===== config.mk =====
export PLATFORM = sky130hd
export DESIGN_NAME = rau_gcd
export DESIGN_NICKNAME = d
export VERILOG_FILES = /design/src/rtl/rau_pkg.sv /design/src/rtl/rau_gcd.sv
export SDC_FILE = /design/constraint.sdc
export NUM_CORES = 1
export LEC_CHECK = 0
export BUFFER_PORTS_ARGS = -buffer_cell sky130_fd_sc_hd__buf_4
export CAP_MARGIN = 20
export CELL_PAD_IN_SITES_DETAIL_PLACEMENT = 0
export CELL_PAD_IN_SITES_GLOBAL_PLACEMENT = 1
export CORE_UTILIZATION = 34
export CTS_CLUSTER_DIAMETER = 120
export CTS_CLUSTER_SIZE = 28
export DETAILED_ROUTE_END_ITERATION = 8
export GPL_TIMING_DRIVEN = 0
export PLACE_DENSITY = 0.65
export SYNTH_ARGS = -nofsm -noshare
export SYNTH_HDL_FRONTEND = slang
export SYNTH_SLANG_ARGS = --single-unit

===== constraint.sdc =====
create_clock -name aclk -period 8.3 [get_ports aclk]
set_clock_uncertainty 0.2 [all_clocks]
set_input_delay 0.415 -clock aclk [delete_from_list [all_inputs] [get_ports aclk]]
set_output_delay 0.415 -clock aclk [all_outputs]
set_load 0.02 [all_outputs]

===== src/rtl/rau_pkg.sv =====
// ---------------------------------------------------------------------------
// rau_pkg
// widths, codes, unit request types and range checks of the rational unit
// ---------------------------------------------------------------------------
`default_nettype none

package rau_pkg;

    localparam int RAU_WORD_BITS = 32;
    localparam int FIELD_BITS    = 32;
    localparam int WIDE_BITS     = 64;
    localparam int SHIFT_BITS    = 6;

    typedef logic [WIDE_BITS-1:0]  wide_t;
    typedef logic [FIELD_BITS-1:0] mag_t;

    typedef enum logic [1:0] {
        KIND_ADD = 2'd0,
        KIND_SUB = 2'd1,
        KIND_MUL = 2'd2,
        KIND_DIV = 2'd3
    } kind_t;

    // request to a shared multi-cycle unit
    typedef struct packed {
        logic  start;
        wide_t op_x;
        wide_t op_y;
    } unit_req_t;

    // response from a shared multi-cycle unit
    typedef struct packed {
        logic  done;
        wide_t value;
    } unit_rsp_t;

    // does a sign and magnitude value fit a signed word of nbits
    function automatic logic fits_bits(input logic neg, input wide_t mag, input int nbits);
        logic [WIDE_BITS:0] half;
        logic [WIDE_BITS:0] m;
        half = (WIDE_BITS+1)'(1) << (nbits - 1);
        m    = {1'b0, mag};
        if (mag == '0) begin
            return 1'b1;
        end
        return neg ? (m <= half) : (m < half);
    endfunction

endpackage

`default_nettype wire


===== src/rtl/rau_gcd.sv =====
// ---------------------------------------------------------------------------
// rau_gcd
// binary gcd, one subtract or shift step a cycle
// ---------------------------------------------------------------------------
`default_nettype none

module rau_gcd
    import rau_pkg::*;
(
    input  wire logic      aclk,
    input  wire logic      aresetn,
    input  wire unit_req_t req,
    output unit_rsp_t      rsp
);

    logic                  busy_reg;
    logic                  done_reg;
    logic [SHIFT_BITS-1:0] k_reg;
    wide_t                 x_reg;
    wide_t                 y_reg;
    wide_t                 res_reg;

    // control
    always_ff @(posedge aclk) begin
        if (!aresetn) begin
            busy_reg <= 1'b0;
            done_reg <= 1'b0;
        end else begin
            done_reg <= 1'b0;
            if (req.start) begin
                busy_reg <= 1'b1;
            end else if (busy_reg && (x_reg == '0 || y_reg == '0)) begin
                busy_reg <= 1'b0;
                done_reg <= 1'b1;
            end
        end
    end

    // one step of the reduction
    always_ff @(posedge aclk) begin
        if (req.start) begin
            x_reg <= req.op_x;
            y_reg <= req.op_y;
            k_reg <= '0;
        end else if (busy_reg) begin
            if (x_reg == '0) begin
                res_reg <= y_reg << k_reg;
            end else if (y_reg == '0) begin
                res_reg <= x_reg << k_reg;
            end else if (!x_reg[0] && !y_reg[0]) begin
                x_reg <= x_reg >> 1;
                y_reg <= y_reg >> 1;
                k_reg <= k_reg + 1'b1;
            end else if (!x_reg[0]) begin
                x_reg <= x_reg >> 1;
            end else if (!y_reg[0]) begin
                y_reg <= y_reg >> 1;
            end else if (x_reg >= y_reg) begin
                x_reg <= x_reg - y_reg;
            end else begin
                y_reg <= y_reg - x_reg;
            end
        end
    end

    assign rsp.done  = done_reg;
    assign rsp.value = res_reg;

endmodule

`default_nettype wire


==> impl_metrics.ini <==
[worst_setup_path]
cpMaxStageDelayCell = clkbuf_1
r2r-end = y_reg[11]
max_stage_delay_ps = 890
r2r-start = x_reg[0]
cp_max_fo = 27
crit_path_cell_trace = inv_1, ha_1, inv_1, fa_1, a211oi_1, o211ai_1, nand2_1, o21ai_1, o21ai_1, and3_1, buf_6, clkbuf_1, o31a_2, buf_12
worstPathRequired_ps = 8310
ff2ff_path_depth = 14
path_class = reg2reg
r2r_slack_ps = 1910
critPathLaunchType = flop
endpoint_kind = flop
crit_arrival_ps = 6400

[die]
coreArea_um2 = 61710
num_io_pins = 196
dieArea_um2 = 63410
start_util_pct = 34.38
chipHeight_um = 251.8
rows = 91
die_width_um = 251.8

[clock_tree]
htreeDepth = 4
clk-insertion-delay-late_ps = 540
cts_buffer_depth = 2
clk_pin_slew_worst_paths_ps = 90
cts.root.buffer_cell = clkbuf_16
postCtsSetupBuffers = 0
cts_tree = done
cts.sinks = 200
cts_buffers = 17

[place]
placed_cells = 3617
place_ws_ps = 2050
gp_congestion = 0.9777
hpwlAfterDp_mm = 98.95
numPortBuffers = 194

[pwr]
peakVddDrop_uv = 186.7
p_leak_nw = 10.11
p_total_mw = 6.341
powerDensity_nw_per_um2 = 253.9

[logic_synthesis]
syn_nets = 2835
syn-cell-area_um2 = 21220
synth_edf_count = 192
syn_avg_cell_area_um2 = 8.250
ys_ff_latch = 200
synth_ff_type = edfxtp_1
synth_warnings = 0
ys_types = 77
ys_seq_area_share_pct = 27.93
syn_inst = 2572
async_flop_share_pct = 0

[timing]
fin_ws_ps = 1907
finalCriticalPeriod_ps = 6393
setup_viol = 0
slew_violations = 0
worst_pin_slew_ps = 1251
max-slew-margin-rel_pct = 16.62
hold_viol_final = 0
grt_setup_unrepaired = no
post-route-period-util_pct = 77.02
clock.fmax_ghz = 0.1564

[finish]
multi_input_area_um2 = 13690
fin_util_pct = 40.47
drive_gt1_share_pct = 13.06
fill_cells = 6499
nets = 3107
area_delta_synth_final_pct = 17.70
final_cells = 3697
regArea_um2 = 5926

[detailed_routing]
postRouteAntennaNets = 0
num_vias = 23240
wirelength_mm = 119.6
via_per_inst = 6.285
wl_per_cell_um = 32.36
drc_errors = 0
first_pass_iters = 6
initialDrtViolationCount = 2827

[min_path]
min_to = y_reg[57]
holdPathStages = 3
hold_path_class = in2reg
min-delay-start = req[57]

[global_route]
grt_pass1_wl_mm = 167.5
grt_max_degree = 34
antenna_found_initial = 3
track_usage_pct = 37.25
grt_pass1_vias = 22220
globalRouteOverflowTotal = 0

[status]
status = completed

[job]
cap_violations = 0
per-layer routing:
metal	part of all wire [%]	track usage, %
met2	43	56.28
met5	0	0
met1	43	51.30
met4	5.0	17.89
met3	8.7	6.396
metrics by stage:
step	instance area, um2	setup TNS, ps	hold WS (ps)
floorplan	21220	0	336.7
global placement	23720	-115970	390.8
detailed placement	23930	0	416.5
CTS	24960	0	0.3263
global route	24970	0	18.74
finish	24970	0	12.29
power by group:
group / internal [mW] / total [mW] / leakage, nW / switching (mW)
Clock: 0.407 / 0.923 / 0.291 / 0.515
Combinational: 1.20 / 3.82 / 7.89 / 2.62
Sequential: 1.29 / 1.60 / 1.93 / 0.308
Total: 2.90 / 6.34 / 10.1 / 3.44
critical path, delay by kind of cell (launching register included):
family	cells	cell delay, ps
compound gates	5	2330
simple gates	2	490
flops	1	580
fa+ha+maj	2	640
buf+inv	5	1730
worst max path at each step:
stage	startpoint	endpoint	slack, ps	cells after the start
2_1_floorplan	x_reg[34]	res_reg[0]	1090	8
3_3_place_gp	x_reg[57]	res_reg[25]	-1540	8
3_5_place_dp	x_reg[0]	y_reg[21]	2050	14
4_1_cts	x_reg[0]	y_reg[15]	2020	14
5_1_grt	x_reg[0]	y_reg[11]	1840	14
6_report	x_reg[0]	y_reg[11]	1910	14
synthesized netlist by cell type, drive strengths merged, types with 66 or more instances:
master	number	area, um2
inv	218	818.3
o21ai	145	725.7
clkbuf	120	450.4
nand2	209	784.5
nor2	173	649.4
ha	130	1627
buf	66	365.4
a22oi	90	675.7
edfxtp	192	5766
xnor2	80	700.7
a21oi	347	1812
mux2i	145	1451
logic make-up after synthesis:
family,Yosys count,synth area share [%]
XOR/XNOR,121,4.995
AO/OA/AOI/OAI,940,29.23
adder cells (fa/ha/maj),132,7.855
multiplexers,169,9.016
AND/OR/NAND/NOR,606,13.28
buffers and inverters,404,7.701
flip-flops,200,27.93
repair_timing:
action,in CTS,in global routing
hold buffers,44,0
endpoints found under the hold margin,45,0
gates resized for setup,0,0
layout make-up:
cell class	instances	share of cell area, %
multi-input combinational	1968	54.81
inverter	218	3.277
sequential	200	23.73
clock inverter	15	0.6764
timing repair buffer	253	8.312
tap	837	4.193
buffer	186	3.267
antenna	3	0.03006
clock buffer	17	1.703
cells in the final DEF, fill, tap and decap left out, drive strengths merged, types with 12 or more instances in the layout:
master / Yosys / final
a21oi: 347 / 347
a21o: 57 / 57
o21a: 17 / 17
mux4: 17 / 17
nor4: 43 / 43
o21ai: 145 / 145
a221oi: 65 / 65
xnor2: 80 / 80
nand3: 25 / 25
ha: 130 / 130
nor2: 173 / 173
and2: 15 / 15
inv: 218 / 227
o221ai: 31 / 31
xor2: 41 / 41
buf: 66 / 274
a31oi: 25 / 25
dlygate4sd3: 0 / 44
o21bai: 49 / 49
mux2i: 145 / 145
a21boi: 12 / 12
a211oi: 26 / 26
nor2b: 13 / 13
clkbuf: 120 / 138
nor3: 35 / 35
a22oi: 90 / 90
edfxtp: 192 / 192
nand4: 46 / 46
o31ai: 13 / 13
nand2: 209 / 209
Note: power is estimated with default switching activity, not from simulation.
