===== config.mk =====
export PLATFORM = sky130hd
export DESIGN_NAME = rau_div
export DESIGN_NICKNAME = d
export VERILOG_FILES = /design/src/rtl/rau_pkg.sv /design/src/rtl/rau_div.sv
export SDC_FILE = /design/constraint.sdc
export NUM_CORES = 1
export LEC_CHECK = 0
export ABC_AREA = 0
export BUFFER_PORTS_ARGS = -buffer_cell sky130_fd_sc_hd__buf_2
export CORE_MARGIN = 4
export CORE_UTILIZATION = 53
export DETAILED_ROUTE_END_ITERATION = 8
export PLACE_DENSITY_LB_ADDON = 0.15
export RECOVER_POWER = 100
export SETUP_SLACK_MARGIN = 0.3
export SYNTH_ARGS = -nofsm -noshare
export SYNTH_HDL_FRONTEND = slang
export SYNTH_SLANG_ARGS = --single-unit

===== constraint.sdc =====
create_clock -name aclk -period 3.8 [get_ports aclk]
set_input_delay 0.76 -clock aclk [delete_from_list [all_inputs] [get_ports aclk]]
set_output_delay 0.76 -clock aclk [all_outputs]
set_load 0.02 [all_outputs]

===== src/rtl/rau_pkg.sv =====
// ---------------------------------------------------------------------------
// rau_pkg
// widths, codes, unit request types and range checks of the rational unit
// ---------------------------------------------------------------------------
`default_nettype none

package rau_pkg;

    localparam int RAU_WORD_BITS = 32;
    localparam int FIELD_BITS    = 32;
    localparam int WIDE_BITS     = 64;
    localparam int SHIFT_BITS    = 6;

    typedef logic [WIDE_BITS-1:0]  wide_t;
    typedef logic [FIELD_BITS-1:0] mag_t;

    typedef enum logic [1:0] {
        KIND_ADD = 2'd0,
        KIND_SUB = 2'd1,
        KIND_MUL = 2'd2,
        KIND_DIV = 2'd3
    } kind_t;

    // request to a shared multi-cycle unit
    typedef struct packed {
        logic  start;
        wide_t op_x;
        wide_t op_y;
    } unit_req_t;

    // response from a shared multi-cycle unit
    typedef struct packed {
        logic  done;
        wide_t value;
    } unit_rsp_t;

    // does a sign and magnitude value fit a signed word of nbits
    function automatic logic fits_bits(input logic neg, input wide_t mag, input int nbits);
        logic [WIDE_BITS:0] half;
        logic [WIDE_BITS:0] m;
        half = (WIDE_BITS+1)'(1) << (nbits - 1);
        m    = {1'b0, mag};
        if (mag == '0) begin
            return 1'b1;
        end
        return neg ? (m <= half) : (m < half);
    endfunction

endpackage

`default_nettype wire


===== src/rtl/rau_div.sv =====
// ---------------------------------------------------------------------------
// rau_div
// restoring shift-subtract divider, one quotient bit a cycle
// ---------------------------------------------------------------------------
`default_nettype none

module rau_div
    import rau_pkg::*;
(
    input  wire logic      aclk,
    input  wire logic      aresetn,
    input  wire unit_req_t req,
    output unit_rsp_t      rsp
);

    logic                  busy_reg;
    logic                  done_reg;
    logic [SHIFT_BITS-1:0] cnt_reg;
    wide_t                 quo_reg;
    wide_t                 rem_reg;
    wide_t                 den_reg;

    logic [WIDE_BITS:0]    trial;
    logic                  take;
    wide_t                 rem_next;

    // trial subtract of the divisor from the shifted remainder
    always_comb begin
        trial    = {rem_reg, quo_reg[WIDE_BITS-1]};
        take     = trial >= {1'b0, den_reg};
        rem_next = take ? WIDE_BITS'(trial - {1'b0, den_reg}) : trial[WIDE_BITS-1:0];
    end

    // control
    always_ff @(posedge aclk) begin
        if (!aresetn) begin
            busy_reg <= 1'b0;
            done_reg <= 1'b0;
            cnt_reg  <= '0;
        end else begin
            done_reg <= 1'b0;
            if (req.start) begin
                busy_reg <= 1'b1;
                cnt_reg  <= '0;
            end else if (busy_reg) begin
                cnt_reg <= cnt_reg + 1'b1;
                if (cnt_reg == {SHIFT_BITS{1'b1}}) begin
                    busy_reg <= 1'b0;
                    done_reg <= 1'b1;
                end
            end
        end
    end

    // datapath
    always_ff @(posedge aclk) begin
        if (req.start) begin
            quo_reg <= req.op_x;
            den_reg <= req.op_y;
            rem_reg <= '0;
        end else if (busy_reg) begin
            quo_reg <= {quo_reg[WIDE_BITS-2:0], take};
            rem_reg <= rem_next;
        end
    end

    assign rsp.done  = done_reg;
    assign rsp.value = quo_reg;

endmodule

`default_nettype wire


==> run summary <==
Global-route wire length before repair: 52,900 um. The final reports fail on max-capacitance violations, max-slew violations. The signal on the critical path passes through inv_1, ha_1, a21oi_1, o21ai_1, a41o_1, a221oi_1, nand2_1, o211ai_1, buf_4, a21boi_4, buf_12, buf_4, mux2_2. For this design the ratio of total power to cell area is 435 mW/mm2. After routing, the total negative slack on setup checks comes to 0 ns.

For the worst flop-to-flop path, the logic depth is 13. In the finished design, the share of the clock period the worst path needs comes to 92.1%. The worst setup path is captured at a flop. The number of different library cells used by synthesis comes to 75.

The clock buffer count from CTS was 17; the standard cell core area was 0.0226 mm2. The clock drives 200 sinks. The internal cell power was 0.00406 W. The number of antenna violations at the first check in global routing was 1; the net total in the final layout was 1,668.

The run gives 1,295 as the cell count after synthesis. The filler cell count in the final layout came out at 1,976. The final global-route overflow total came out at 0. The final count of hold timing violations was 0; the buffer depth of the longest clock path was 2. The number of hold buffers added after cts is 0, and the HPWL after detailed placement is 23,600 um. The run gives 3.70 ns as the data arrival time of the critical path. Clock-pin slew was measured on the worst setup and hold paths at 0.09 ns. Stage delay of the slowest cell on the critical path: 0.50 ns. The first routing iteration left 744 violations.

TritonCTS built the clock tree. The first-pass iteration count of the detailed router was 5; the routed wire length was 32,300 um. The number of synthesized flops with an enable pin is 128. The cell sitting at the root of the clock tree is a clkbuf_16. The average routed wire per standard cell was 18.2 um; the die width was 159 um. The count of buffers added on input and output ports is 195. The run gives 286 MHz as the highest attainable clock frequency. Using the TritonRoute via totals, the vias-per-cell ratio works out to 5.97. Sequential share of power: 43.1%. The worst setup path is launched from a flop. The number of global-route vias before repair was 10,200. The placed instances occupy a cell area of 0.0135 mm2. Summing every instance area after synthesis gives 0.0122 mm2.

The slowest stage of the critical path belongs to the cell a221oi_1. For the cell leakage power, the log shows 5.74 nW. The pin count of the biggest net entering global routing came out at 124. For the number of pins with negative max-slew slack in the final report, the log shows 180. The tools report the post-route DRC violation count as 0.

The boundary pin count is 196, and the height of the die is 159 um. Once layout is done, the placed cells without fillers occupy 0.0141 mm2. The share of total power in combinational logic is 26.2%, and the total power of the final layout is 0.00614 W. In this design, the critical path's most frequently occurring cell is buf_4. The dominant register cell in the synthesized netlist was edfxtp_1. The max-capacitance violation count was 2. The tools report the clock skew after layout as 0.0260 ns. Flip-flop and latch count after synthesis: 200.

From synthesis to final layout, the design area changed by 16.1%. The largest driver fanout on the critical path works out to 8. Setup repair after global routing could not meet its margin everywhere. The critical path is of the reg -> reg type.

The synthesis warning total was 0. The floorplan row count is 55, and the clock latency on the worst-skew pair is 0.45 ns. The net count after synthesis was 1,492; the fraction of synthesis flops using an asynchronous set or reset pin was 0%.

Summing the sequential cell areas from Yosys gives 43.5% of the chip area. In this run the number of H-tree levels came out at 4. Across every metal layer, demand over resource in global routing totals 25.2%.

The switching part of the total was 33.9%. Routability-driven placement finished with a final weighted congestion of 0.935. STA puts the critical path data required time at 4.00 ns. For the net load switching power, the log shows 0.00208 W.

The logs give 30.7% for the clock share of power and 53.7% for the initial cell density of the core. The run finished, with violations left. The floorplan step defined a die boundary enclosing 0.0254 mm2.

The post-synthesis average cell area is 9.39 um2. The worst min-delay path class is in -> reg. The fraction of layout cells with a size suffix above 1 was 19.2%. The worst path needs 3.50 ns of the cycle, external delays included. The tightest slew margin relative to the limit came out at -96.7%. The routed layout has 10,600 vias. The actual slew at the worst max-slew pin is 2.95 ns. The setup-violating endpoint count in the final report is 0. The detail route stage leaves a number of antenna-violating nets equal to 0.

The tools report the antenna cell count as 0. For the peak supply drop, the log shows 0.259 mV. Cell count of the worst hold path: 1.
what timing repair did:
item / in CTS / in global routing
setup buffers: 5 / 0
cloned: 1 / 0
gates resized for setup: 1 / 15
pin swaps: 2 / 2
endpoints found under the setup margin: 29 / 64
metal layers:
| layer | track usage [%] | up-vias | wire length (um) |
|---|---|---|---|
| met5 | 0 | - | 9 |
| met4 | 7.50 | 2 | 816 |
| met3 | 6.89 | 62 | 2420 |
| met2 | 41.2 | 382 | 15000 |
| met1 | 32.8 | 4964 | 14000 |
| li1 | - | 5146 | - |
stage by stage:
| stage | hold WS [ns] | utilization (%) | instances | setup slack [ns] |
|---|---|---|---|---|
| floorplan | 0.454 | - | 1295 | 0.597 |
| global placement | 0.468 | 59.5 | 1731 | 0.332 |
| detailed placement | 0.484 | 59.5 | 1731 | 0.179 |
| CTS | 0.461 | 62.5 | 1769 | 0.307 |
| global route | 0.460 | 62.4 | 1769 | 0.0974 |
| finish | 0.476 | 62.4 | 1769 | 0.298 |
layout by cell type (no fill, tap or decap), types with 19 or more instances in the layout:
cell type,count
ha_1,63
o21ai_0,50
edfxtp_1,128
clkbuf_1,65
nor2_1,113
nand3_1,26
inv_1,79
nand2_1,155
xnor2_1,32
dfxtp_1,72
mux2_2,66
a311oi_1,47
buf_4,25
buf_2,129
nand4_1,31
a21o_1,19
nor3_1,28
a21oi_1,98
kinds of logic after synthesis:
| logic type | share of synthesized area [%] |
|---|---|
| simple gates | 17.1 |
| compound gates | 17.5 |
| buf+inv | 5.06 |
| flops | 43.5 |
| fa+ha+maj | 6.85 |
| xor+xnor | 3.38 |
| mux | 6.60 |
final timing paths:
kind / from / end / slack, ns
setup reg to reg: den_reg[38] / quo_reg[0] / 0.30
hold / removal: req[6] / den_reg[6] / 0.48
hold reg to reg: rem_reg[34] / rem_reg[35] / 0.49
setup / recovery: den_reg[38] / quo_reg[0] / 0.30
layout make-up:
| cell class | instances | area (um2) | area share [%] |
|---|---|---|---|
| clock inverter | 15 | 188 | 1.33 |
| sequential | 200 | 5290 | 37.4 |
| tap | 285 | 357 | 2.53 |
| timing repair buffer | 228 | 1200 | 8.52 |
| multi-input combinational | 945 | 6360 | 45.1 |
| clock buffer | 17 | 425 | 3.01 |
| inverter | 79 | 297 | 2.10 |
cell usage after synthesis, types with 15 or more instances:
master    count  area, um2
a21o_1       19        143
a21oi_1      99        495
a311oi_1     47        412
buf_2        18       90.1
clkbuf_1     45        169
dfxtp_1      72       1440
edfxtp_1    128       3840
ha_1         65        813
inv_1        79        297
mux2_2       66        743
nand2_1     155        582
nand3_1      26        130
nand4_1      31        194
nor2_1      113        424
nor3_1       28        140
o21ai_0      51        255
xnor2_1      32        280
xor2_1       15        131
critical path, delay by kind of cell (launching register included):
family                   cells  cell delay, ns
AO/OA/AOI/OAI                6            1.54
buffers and inverters        4            0.61
flip-flops                   1            0.36
adder cells (fa/ha/maj)      1            0.31
multiplexers                 1            0.26
AND/OR/NAND/NOR              1            0.20
power groups by stage:
| stage | registers [W] | clock network, W | logic, W |
|---|---|---|---|
| after detailed placement | 0.00269 | 0 | 0.00157 |
| after floorplan | 0.00274 | 0 | 0.00104 |
| after global routing | 0.00267 | 0.00202 | 0.00179 |
| final | 0.00265 | 0.00189 | 0.00161 |
| after CTS | 0.00264 | 0.00192 | 0.00160 |
| after global placement | 0.00268 | 0 | 0.00156 |
Note: power is estimated with default switching activity, not from simulation.
